## src/hdl/sllgs_pkg.sv

```systemverilog
// Shared types, constants and register codes for the stereo glitch smoother.
`default_nettype none

package sllgs_pkg;

   // Sample width and derived arithmetic widths
   localparam int SMP_W   = 24;
   localparam int D2_W    = SMP_W + 2;                       // second difference
   localparam int DIFF_W  = SMP_W + 1;                       // cur minus older
   localparam int GAIN_W  = 16;
   localparam int PROD_W  = DIFF_W + GAIN_W + 1;             // signed product
   localparam int SCL_W   = PROD_W - GAIN_W;                 // product after Q16 floor
   localparam int REPL_W  = SCL_W + 1;                       // prev plus scaled term
   localparam int LVL_W   = 23;
   localparam int THR_W   = 25;
   localparam int CMP_W   = ((D2_W > THR_W) ? D2_W : THR_W) + 1;

   // Configuration port geometry
   localparam int CSR_IDX_W  = 3;
   localparam int CSR_DATA_W = 32;

   // Saturation limits of the signed sample range
   localparam logic signed [SMP_W-1:0] SMP_MAX = {1'b0, {(SMP_W-1){1'b1}}};
   localparam logic signed [SMP_W-1:0] SMP_MIN = {1'b1, {(SMP_W-1){1'b0}}};

   // Register reset values
   localparam logic [LVL_W-1:0]  LOW_LEVEL_RST  = LVL_W'(419);
   localparam logic [LVL_W-1:0]  HIGH_LEVEL_RST = LVL_W'(8389);
   localparam logic [THR_W-1:0]  JUMP_THR_RST   = THR_W'(4194);
   localparam logic [GAIN_W-1:0] BLEND_GAIN_RST = GAIN_W'(29491);

   // Register indexes
   typedef enum logic [CSR_IDX_W-1:0] {
      REG_LOW_LEVEL      = 3'd0,
      REG_HIGH_LEVEL     = 3'd1,
      REG_JUMP_THRESHOLD = 3'd2,
      REG_BLEND_GAIN     = 3'd3
   } csr_idx_type;

   // Register file contents as seen by the lanes
   typedef struct packed {
      logic [LVL_W-1:0]  low_level;
      logic [LVL_W-1:0]  high_level;
      logic [THR_W-1:0]  jump_threshold;
      logic [GAIN_W-1:0] blend_gain;
   } cfg_type;

   // Result of one lane for one word
   typedef struct packed {
      logic signed [SMP_W-1:0] value;
      logic                    fixed;
   } lane_res_type;

   // Handshake status from the output stage
   typedef struct packed {
      logic out_valid;
      logic in_ready;
   } merge_stat_type;

endpackage

`default_nettype wire

```

## src/hdl/sllgs_if.sv

```systemverilog
// Channel interfaces for input frames, results and register writes.
`default_nettype none

interface sllgs_req_if;
   logic                                valid;
   logic                                ready;
   logic signed [sllgs_pkg::SMP_W-1:0]  left_sample;
   logic signed [sllgs_pkg::SMP_W-1:0]  right_sample;
   logic                                block_end;

   modport source (output valid, left_sample, right_sample, block_end, input ready);
   modport sink   (input valid, left_sample, right_sample, block_end, output ready);
endinterface

interface sllgs_rsp_if;
   logic                                valid;
   logic                                ready;
   logic signed [sllgs_pkg::SMP_W-1:0]  left_out;
   logic signed [sllgs_pkg::SMP_W-1:0]  right_out;
   logic                                left_fixed;
   logic                                right_fixed;
   logic                                block_end_out;

   modport source (output valid, left_out, right_out, left_fixed, right_fixed,
                   block_end_out, input ready);
   modport sink   (input valid, left_out, right_out, left_fixed, right_fixed,
                   block_end_out, output ready);
endinterface

interface sllgs_csr_if;
   logic                                 valid;
   logic                                 ready;
   logic [sllgs_pkg::CSR_IDX_W-1:0]      index;
   logic [sllgs_pkg::CSR_DATA_W-1:0]     data;

   modport source (output valid, index, data, input ready);
   modport sink   (input valid, index, data, output ready);
endinterface

`default_nettype wire

```

## src/hdl/sllgs_lane.sv

```systemverilog
// One channel of the smoother: level window, jump detect, blend and history.
`default_nettype none

module sllgs_lane (
   input  wire logic                               clock,
   input  wire logic                               reset,
   input  wire logic                               advance,
   input  wire logic signed [sllgs_pkg::SMP_W-1:0] cur,
   input  wire sllgs_pkg::cfg_type                 cfg,
   output sllgs_pkg::lane_res_type                 res
);

   localparam int W = sllgs_pkg::SMP_W;
   localparam int D2W = sllgs_pkg::D2_W;
   localparam int DW = sllgs_pkg::DIFF_W;
   localparam int PW = sllgs_pkg::PROD_W;
   localparam int GW = sllgs_pkg::GAIN_W;
   localparam int RW = sllgs_pkg::REPL_W;
   localparam int CW = sllgs_pkg::CMP_W;

   logic signed [W-1:0]   prev_ff, prev_in;
   logic signed [W-1:0]   older_ff, older_in;
   logic        [W-1:0]   cur_mag;
   logic                  in_window;
   logic signed [D2W-1:0] d2;
   logic        [D2W-1:0] d2_mag;
   logic                  jump;
   logic signed [DW-1:0]  diff;
   logic signed [GW:0]    gain_s;
   logic signed [PW-1:0]  prod;
   logic signed [PW-GW-1:0] scaled;
   logic signed [RW-1:0]  repl;
   logic signed [W-1:0]   repl_sat;

   // Level window on the sample magnitude; most negative value maps to 2^(W-1)
   always_comb begin
      cur_mag   = cur[W-1] ? W'(-cur) : W'(cur);
      in_window = (CW'(cur_mag) > CW'(cfg.low_level)) &&
                  (CW'(cur_mag) < CW'(cfg.high_level));
   end

   // Second difference and its magnitude
   always_comb begin
      d2     = D2W'(cur) - (D2W'(prev_ff) <<< 1) + D2W'(older_ff);
      d2_mag = d2[D2W-1] ? D2W'(-d2) : D2W'(d2);
      jump   = CW'(d2_mag) > CW'(cfg.jump_threshold);
   end

   // Blend: prev plus floored Q0.16 gain times (cur - older), then saturate
   always_comb begin
      diff   = DW'(cur) - DW'(older_ff);
      gain_s = $signed({1'b0, cfg.blend_gain});
      prod   = PW'(diff) * PW'(gain_s);
      scaled = $signed(prod[PW-1:GW]);
      repl   = RW'(prev_ff) + RW'(scaled);
      if (repl > RW'(sllgs_pkg::SMP_MAX)) begin
         repl_sat = sllgs_pkg::SMP_MAX;
      end else if (repl < RW'(sllgs_pkg::SMP_MIN)) begin
         repl_sat = sllgs_pkg::SMP_MIN;
      end else begin
         repl_sat = W'(repl);
      end
   end

   // Select result and shift history
   always_comb begin
      res.fixed = in_window && jump;
      res.value = res.fixed ? repl_sat : cur;
      older_in  = advance ? prev_ff   : older_ff;
      prev_in   = advance ? res.value : prev_ff;
   end

   always_ff @(posedge clock) begin
      if (reset) begin
         prev_ff  <= '0;
         older_ff <= '0;
      end else begin
         prev_ff  <= prev_in;
         older_ff <= older_in;
      end
   end

endmodule

`default_nettype wire

```

## src/hdl/sllgs_merge.sv

```systemverilog
// Output stage: joins both lane results and the block marker into one held word.
`default_nettype none

module sllgs_merge (
   input  wire logic                    clock,
   input  wire logic                    reset,
   input  wire logic                    accept,
   input  wire logic                    out_ready,
   input  wire sllgs_pkg::lane_res_type left_res,
   input  wire sllgs_pkg::lane_res_type right_res,
   input  wire logic                    block_end,
   output sllgs_pkg::merge_stat_type    stat,
   output sllgs_pkg::lane_res_type      left_q,
   output sllgs_pkg::lane_res_type      right_q,
   output logic                         block_end_q
);

   logic                    valid_ff, valid_in;
   sllgs_pkg::lane_res_type left_ff, left_in;
   sllgs_pkg::lane_res_type right_ff, right_in;
   logic                    blk_ff, blk_in;

   // Load on accept, drop when taken, hold otherwise
   always_comb begin
      stat.out_valid = valid_ff;
      stat.in_ready  = !valid_ff || out_ready;
      valid_in = accept ? 1'b1 : (valid_ff && !out_ready);
      left_in  = accept ? left_res  : left_ff;
      right_in = accept ? right_res : right_ff;
      blk_in   = accept ? block_end : blk_ff;
   end

   always_ff @(posedge clock) begin
      if (reset) begin
         valid_ff <= 1'b0;
      end else begin
         valid_ff <= valid_in;
      end
   end

   always_ff @(posedge clock) begin
      left_ff  <= left_in;
      right_ff <= right_in;
      blk_ff   <= blk_in;
   end

   assign left_q      = left_ff;
   assign right_q     = right_ff;
   assign block_end_q = blk_ff;

endmodule

`default_nettype wire

```

## src/hdl/stereo_low_level_glitch_smoother_top.sv

```systemverilog
// Top level of the stereo low-level glitch smoother.
//
//   channel  dir  word                                      accepted when
//   req_ch   in   left_sample, right_sample, block_end      valid & ready
//   rsp_ch   out  left_out, right_out, *_fixed, block_end   valid & ready
//   csr_ch   in   index, data (register write)              valid & ready (always ready)
//
// One frame per cycle while the output register is not stalled: both lanes compute a
// frame in the cycle it is accepted and the result sits in the output register in the next cycle.
// The per-lane history feedback (prev/older) closes through one multiplier.
// A stalled result blocks input only while the output register is full and not taken.
// Synchronous reset clears history, output valid and registers to their defaults.
`default_nettype none

module stereo_low_level_glitch_smoother_top (
   input wire logic     clock,
   input wire logic     reset,
   sllgs_req_if.sink    req_ch,
   sllgs_rsp_if.source  rsp_ch,
   sllgs_csr_if.sink    csr_ch
);

   sllgs_pkg::cfg_type        cfg_ff, cfg_in;
   sllgs_pkg::lane_res_type   left_res, right_res, left_q, right_q;
   sllgs_pkg::merge_stat_type stat;
   logic                      accept;
   logic                      block_end_q;

   // Register writes
   assign csr_ch.ready = 1'b1;

   always_comb begin
      cfg_in = cfg_ff;
      if (csr_ch.valid) begin
         unique case (sllgs_pkg::csr_idx_type'(csr_ch.index))
            sllgs_pkg::REG_LOW_LEVEL:
               cfg_in.low_level = csr_ch.data[sllgs_pkg::LVL_W-1:0];
            sllgs_pkg::REG_HIGH_LEVEL:
               cfg_in.high_level = csr_ch.data[sllgs_pkg::LVL_W-1:0];
            sllgs_pkg::REG_JUMP_THRESHOLD:
               cfg_in.jump_threshold = csr_ch.data[sllgs_pkg::THR_W-1:0];
            sllgs_pkg::REG_BLEND_GAIN:
               cfg_in.blend_gain = csr_ch.data[sllgs_pkg::GAIN_W-1:0];
            default: cfg_in = cfg_ff;
         endcase
      end
   end

   always_ff @(posedge clock) begin
      if (reset) begin
         cfg_ff.low_level      <= sllgs_pkg::LOW_LEVEL_RST;
         cfg_ff.high_level     <= sllgs_pkg::HIGH_LEVEL_RST;
         cfg_ff.jump_threshold <= sllgs_pkg::JUMP_THR_RST;
         cfg_ff.blend_gain     <= sllgs_pkg::BLEND_GAIN_RST;
      end else begin
         cfg_ff <= cfg_in;
      end
   end

   // Input handshake
   assign req_ch.ready = stat.in_ready;
   assign accept       = req_ch.valid && stat.in_ready;

   // Lanes
   sllgs_lane u_left (
      .clock   (clock),
      .reset   (reset),
      .advance (accept),
      .cur     (req_ch.left_sample),
      .cfg     (cfg_ff),
      .res     (left_res)
   );

   sllgs_lane u_right (
      .clock   (clock),
      .reset   (reset),
      .advance (accept),
      .cur     (req_ch.right_sample),
      .cfg     (cfg_ff),
      .res     (right_res)
   );

   // Merge and output register
   sllgs_merge u_merge (
      .clock       (clock),
      .reset       (reset),
      .accept      (accept),
      .out_ready   (rsp_ch.ready),
      .left_res    (left_res),
      .right_res   (right_res),
      .block_end   (req_ch.block_end),
      .stat        (stat),
      .left_q      (left_q),
      .right_q     (right_q),
      .block_end_q (block_end_q)
   );

   assign rsp_ch.valid         = stat.out_valid;
   assign rsp_ch.left_out      = left_q.value;
   assign rsp_ch.right_out     = right_q.value;
   assign rsp_ch.left_fixed    = left_q.fixed;
   assign rsp_ch.right_fixed   = right_q.fixed;
   assign rsp_ch.block_end_out = block_end_q;

endmodule

`default_nettype wire

```

## src/flat_wrapper.sv

```systemverilog
// flat-port wrapper written by rule: the top's interface ports become plain ports
module stereo_low_level_glitch_smoother_top_flat 
  (clock, reset, req_ch_valid, req_ch_left_sample, req_ch_right_sample, req_ch_block_end, req_ch_ready, rsp_ch_valid, rsp_ch_left_out, rsp_ch_right_out, rsp_ch_left_fixed, rsp_ch_right_fixed, rsp_ch_block_end_out, rsp_ch_ready, csr_ch_valid, csr_ch_index, csr_ch_data, csr_ch_ready);
  sllgs_req_if req_ch_i ();
  sllgs_rsp_if rsp_ch_i ();
  sllgs_csr_if csr_ch_i ();
  input wire logic clock;
  input wire logic reset;
  input wire logic [$bits(req_ch_i.valid)-1:0] req_ch_valid;
  input wire logic [$bits(req_ch_i.left_sample)-1:0] req_ch_left_sample;
  input wire logic [$bits(req_ch_i.right_sample)-1:0] req_ch_right_sample;
  input wire logic [$bits(req_ch_i.block_end)-1:0] req_ch_block_end;
  output wire logic [$bits(req_ch_i.ready)-1:0] req_ch_ready;
  output wire logic [$bits(rsp_ch_i.valid)-1:0] rsp_ch_valid;
  output wire logic [$bits(rsp_ch_i.left_out)-1:0] rsp_ch_left_out;
  output wire logic [$bits(rsp_ch_i.right_out)-1:0] rsp_ch_right_out;
  output wire logic [$bits(rsp_ch_i.left_fixed)-1:0] rsp_ch_left_fixed;
  output wire logic [$bits(rsp_ch_i.right_fixed)-1:0] rsp_ch_right_fixed;
  output wire logic [$bits(rsp_ch_i.block_end_out)-1:0] rsp_ch_block_end_out;
  input wire logic [$bits(rsp_ch_i.ready)-1:0] rsp_ch_ready;
  input wire logic [$bits(csr_ch_i.valid)-1:0] csr_ch_valid;
  input wire logic [$bits(csr_ch_i.index)-1:0] csr_ch_index;
  input wire logic [$bits(csr_ch_i.data)-1:0] csr_ch_data;
  output wire logic [$bits(csr_ch_i.ready)-1:0] csr_ch_ready;
  assign req_ch_i.valid = req_ch_valid;
  assign req_ch_i.left_sample = req_ch_left_sample;
  assign req_ch_i.right_sample = req_ch_right_sample;
  assign req_ch_i.block_end = req_ch_block_end;
  assign req_ch_ready = req_ch_i.ready;
  assign rsp_ch_valid = rsp_ch_i.valid;
  assign rsp_ch_left_out = rsp_ch_i.left_out;
  assign rsp_ch_right_out = rsp_ch_i.right_out;
  assign rsp_ch_left_fixed = rsp_ch_i.left_fixed;
  assign rsp_ch_right_fixed = rsp_ch_i.right_fixed;
  assign rsp_ch_block_end_out = rsp_ch_i.block_end_out;
  assign rsp_ch_i.ready = rsp_ch_ready;
  assign csr_ch_i.valid = csr_ch_valid;
  assign csr_ch_i.index = csr_ch_index;
  assign csr_ch_i.data = csr_ch_data;
  assign csr_ch_ready = csr_ch_i.ready;
  stereo_low_level_glitch_smoother_top u_core (.clock(clock), .reset(reset), .req_ch(req_ch_i), .rsp_ch(rsp_ch_i), .csr_ch(csr_ch_i));
endmodule
```

## config.mk

```make
export PLATFORM = sky130hd
export DESIGN_NAME = stereo_low_level_glitch_smoother_top_flat
export DESIGN_NICKNAME = d
export VERILOG_FILES = /design/src/hdl/sllgs_pkg.sv /design/src/hdl/sllgs_if.sv /design/src/hdl/sllgs_lane.sv /design/src/hdl/sllgs_merge.sv /design/src/hdl/stereo_low_level_glitch_smoother_top.sv /design/src/flat_wrapper.sv
export SDC_FILE = /design/constraint.sdc
export NUM_CORES = 2
export LEC_CHECK = 0
export BUFFER_PORTS_ARGS = -buffer_cell sky130_fd_sc_hd__buf_2
export CORE_MARGIN = 5
export CORE_UTILIZATION = 45
export CTS_CLUSTER_SIZE = 24
export DETAILED_ROUTE_END_ITERATION = 8
export PLACE_DENSITY = 0.67
export SLEW_MARGIN = 0
export SYNTH_ARGS = -nofsm -noshare
export SYNTH_HDL_FRONTEND = slang
export SYNTH_SLANG_ARGS = --single-unit
```

## constraint.sdc

```tcl
create_clock -name clock -period 14.47 [get_ports clock]
set_input_delay 0.7235 -clock clock [delete_from_list [all_inputs] [get_ports clock]]
set_output_delay 0.7235 -clock clock [all_outputs]
set_load 0.02 [all_outputs]
```

Word-level counts from Yosys, hierarchy flattened:

Index checks and enable logic that the tools add are counted.

* flip-flop bits (word level): 235
* word-level logic and storage cells: 66
* output and inout port bits: 54

* reduce and logical (&&, ||, !) cells: 14
* multiply operators: 2
* mux-type cells: 11
* $lt $le $gt $ge: 10
* add/subtract/negate cells: 12
* equal/unequal tests: 3

Operators by type and width (count)
* two-way mux 24 bit: 8
* multiplier 25 x 17 -> 42 bit: 2
* adder 24 x 26 -> 27 bit: 2
* greater-than comparator 27 x 24 -> 1 bit, second input constant: 2
* < comparator 27 x 24 -> 1 bit, second input constant: 2
* adder 26 x 24 -> 26 bit: 2
* greater-than comparator 26 x 25 -> 1 bit: 2
* two-way mux 26 bit: 2
* negator 26 bit: 2
* subtractor 24 x 25 -> 26 bit: 2
* subtractor 24 x 24 -> 25 bit: 2
* greater-than comparator 24 x 23 -> 1 bit: 2
* < comparator 24 x 23 -> 1 bit: 2
* negator 24 bit: 2
* AND reduction 2 bit: 4
* equality test 3 x 2 -> 1 bit, second input constant: 2
* logical AND 1 bit: 6
* equality test 3 x 1 -> 1 bit, second input constant: 1
* zero test 3 bit: 1
* zero test 1 bit: 2
* logical OR 1 bit: 1
* two-way mux 1 bit: 1

Logic depth before layout (Yosys ltp):

* word-level depth: 7
* mapped depth: 52
* mapped depth without buffers: 49

Modules after synthesis:

A second synthesis with hierarchy kept.

* cell total of the unflattened synthesis: 6187
* area, all modules: 52615.5 um^2

By module, submodules not included
* sllgs_lane (u_core.u_left): instances 1, cells each 2904, area an instance 23872.9 um^2, sequential area each 960.9 um^2
* sllgs_lane (u_core.u_right): instances 1, cells each 2893, area an instance 23627.7 um^2, sequential area each 960.9 um^2
* stereo_low_level_glitch_smoother_top: instances 1, cells each 334, area an instance 3529.6 um^2, sequential area each 1741.7 um^2
* sllgs_merge: instances 1, cells each 56, area an instance 1585.3 um^2, sequential area each 1551.5 um^2

Least setup slack after synthesis:

Ideal clock, no wire load.

* path kind: input to register
* start: in req_ch_right_sample[0]
* end: reg u_core.u_right.prev_ff[6]
* stages: 48
* arrival: 11.976 ns
* slack: 2.379 ns
* path buffers: 3
* setup time: 0.115 ns
* required time: 14.355 ns
* path through: inv_1 ha_1 fa_1 nand2b_1 a21boi_0 o21ai_0 a2111oi_0 o31ai_1 nand2b_1 a31oi_1 xnor2_1 clkbuf_1 nand2_1 fa_1 fa_1 fa_1 inv_1 fa_1 [... 12 more ...] a21o_1 a21o_1 a21oi_1 xnor2_1 ha_1 clkbuf_1 nand2_1 o21ai_1 a221o_1 and3_4 or4_4 a22oi_2 buf_4 nand2_1 a221oi_1 nor2_1 mux2_4 o21ba_2

RTL lines
* from (decl): line flat_wrapper.sv:11 `input wire logic [$bits(req_ch_i.right_sample)-1:0] req_ch_right_sample;`
* to (signal assigned): line sllgs_lane.sv:78 `prev_ff <= prev_in;`
* to (decl): line sllgs_lane.sv:21 `logic signed [W-1:0] prev_ff, prev_in;`

==> impl_metrics.tcl <==
set metrics [dict create \
    coreArea_sq_um 116000 \
    antenna_cells 0 \
    io_pins 143 \
    startpoint_type "flip-flop" \
    ant_nets 0 \
    grt_pass1_wl_um 244000 \
    min_path_type "primary input to flip-flop" \
    clk_pin_slew_ns 0.08 \
    hold_buffers 0 \
    remaining_drc_errors 0 \
    clock_skew_ns 0.0415 \
    areaGrowthSynthToFinish_pct 5.76 \
    cts.sinks 235 \
    die_h_um 351 \
    drt-pass1-iter-count 6 \
    cts.htree.levels 1 \
    run_status "completed" \
    critical_path_peak_fanout 10 \
    synth.most_common_cell "inv_1" \
    synthDominantCellAreaShare 0.312 \
    top_layer "met4" \
    wl_met3_um 10000 \
    drv_cap 0 \
    r2r_cells 45 \
    antenna_found_initial 4 \
    die_w_um 351 \
    start_util 0.452 \
    final_nets 7684 \
    yosys_most_used_dff "dfxtp_1" \
    grt_usage 0.249 \
    clock-root-buffer "clkbuf_16" \
    yosys-top-cells-area "fa_1 (31%), ha_1 (12%), inv_1 (8.5%)" \
    setup_tns_ns 0 \
    gp_congestion 0.932 \
    rows 125 \
    critPathMaxStageDelay_ns 1.13 \
    timing.hold.ws_ns 0.330 \
    cp_top_family "compound AO/OA/AOI/OAI gates" \
    slowest_stage "o41ai_1" \
    finalCritPeriodShare 0.904 \
    crit_path_frequent_cell "fa_1" \
    hold_viol_final 0 \
    synth_cells 6315 \
    grt.overflow.total 0 \
    synth_seq_area_share 0.0996 \
    tritoncts "yes" \
    cp-end-kind "flip-flop" \
    setup_viol 0 \
    path_buf_inv 7 \
    drt_iter0_markers 3086 \
    async_reset_ff_frac 0 \
    critPathKind "flip-flop to flip-flop" \
    synth_area_sq_um 52400 \
    clk_latency_ns 0.59 \
    vias 43400 \
    wl_per_cell_um 19.6 \
    holdPathStages 1 \
    cts_buffers 24 \
    worst_slew_pin_slew_ns 1.26 \
    port-buffer-count 134 \
    yosys_warnings 0 \
    cp.required_ns 14.78 \
    via_per_inst 5.56 \
    fmax_mhz 76.4 \
    synthTopCellsByCount "inv_1 (1,188), nand2_1 (916), fa_1 (816), ha_1 (502), and2_1 (338)" \
    place_hpwl_um 120000 \
    drive_gt1_frac 0.0577 \
    ys_seq_elements 235 \
    die_area_sq_um 123000 \
    rsz0062_at_grt "false" \
    slew-limit-headroom 0.150 \
    grt_pass1_vias 44400 \
    arrival_ns 13.39 \
    clk_path_buf_depth 3 \
    ctsResizeCount 0 \
    synth_edf_count 51 \
    final-max-slew-violation-count 0 \
    wl_met1_um 63700 \
    grt_max_degree 95 \
    avgSynthCellArea_sq_um 8.29 \
    yosysTopAreaCell "fa_1" \
    postCtsSetupBuffers 0 \
    cp.depth 45 \
    synthDistinctLibCells 102 \
    postLayoutCoreUtil 0.478 \
    synth_fp_nets 7722 \
    period_minus_slack_ns 13.08 \
    drt-total-wl_um 153000 \
    dr_wl_met2_um 73000 \
]
## path summary, 6_finish.rpt
path	startpoint	endpoint	slack, ns
setup / recovery	u_core.u_right.older_ff[1]$_SDFFE_PP0P_	u_core.u_merge.right_q[8]$_DFFE_PP_	1.39
hold / removal	req_ch_block_end	u_core.u_merge.block_end_q$_DFFE_PP_	0.33
setup reg to reg	u_core.u_right.older_ff[1]$_SDFFE_PP0P_	u_core.u_merge.right_q[8]$_DFFE_PP_	1.39
hold reg to reg	u_core.u_left.older_ff[23]$_SDFFE_PP0P_	u_core.u_left.older_ff[23]$_SDFFE_PP0P_	0.45
## placed cells by master (no fill, tap or decap), drive strengths merged, types with 17 or more instances in the layout
master	n
nor2b	96
dfxtp	184
and2	338
o31ai	25
ha	502
and3	35
nand2	916
edfxtp	51
o41ai	17
xnor2	196
nor4	37
nand2b	54
xor2	80
o21ai	189
buf	219
a21oi	304
a211oi	27
a31oi	46
o21a	45
nand4	52
a21o	130
nor3	79
inv	1193
fa	816
or3	20
clkbuf	29
nand3	114
or2	18
nor2	160
o211ai	44
## per-stage QoR
| stage | worst slack, ns | instance area, sq um | cells |
|---|---|---|---|
| final | 1.39 | 55400 | 7819 |
| after floorplan | 2.38 | 52400 | 6315 |
| after detailed placement | 1.03 | 54600 | 7775 |
| after global routing | 0.641 | 55400 | 7819 |
| after global placement | 1.02 | 54600 | 7775 |
| after CTS | 1.56 | 55400 | 7819 |
## registers in the layout (all words and copies together), names as in the netlist
| signal | count |
|---|---|
| u_core.u_left.prev_ff | 24 |
| u_core.u_merge.left_q | 25 |
| u_core.u_merge.block_end_q | 1 |
| u_core.u_left.older_ff | 24 |
| u_core.u_merge.valid_ff | 1 |
| u_core.cfg_ff | 87 |
| u_core.u_merge.right_q | 25 |
| u_core.u_right.prev_ff | 24 |
| u_core.u_right.older_ff | 24 |
## worst register-to-register path: cells and delay by family (launching register included)
kind                       cells  cell delay [ns]
AOI/OAI and AO/OA             18             4.69
adders and majority gates      9             4.02
and+or+nand+nor                9             1.75
xor gates and xnor gates       2             1.07
buffers and inverters          7             0.90
DFF                            1             0.38
## cells by family after synthesis
group                      after synthesis  synth area share
buffers and inverters                 1473             0.107
xor gates and xnor gates               276            0.0462
other                                    1         0.0000716
DFF                                    235            0.0996
AOI/OAI and AO/OA                     1006             0.126
and+or+nand+nor                       1974             0.183
muxes                                   26           0.00557
adders and majority gates             1324             0.433
## area by class of cell
type                            instances  area [sq um]
Clock buffer                           29           631
Clock inverter                         15           184
Fill cell                           11300         60500
Inverter                             1190          4470
Multi-Input combinational cell       4607         41600
Sequential cell                       235          5230
Tap cell                             1524          1910
Timing Repair Buffer                  219          1320
## metal layers
| layer | global-route usage | up-vias |
|---|---|---|
| met5 | 0 | - |
| met4 | 0.0845 | 0 |
| met3 | 0.0268 | 322 |
| met2 | 0.427 | 1526 |
| met1 | 0.329 | 21500 |
| li1 | - | 20000 |
Power is left out: the tool's default activity adds up to more than one toggle a clock period on the data nets, which glitch-free logic cannot reach.
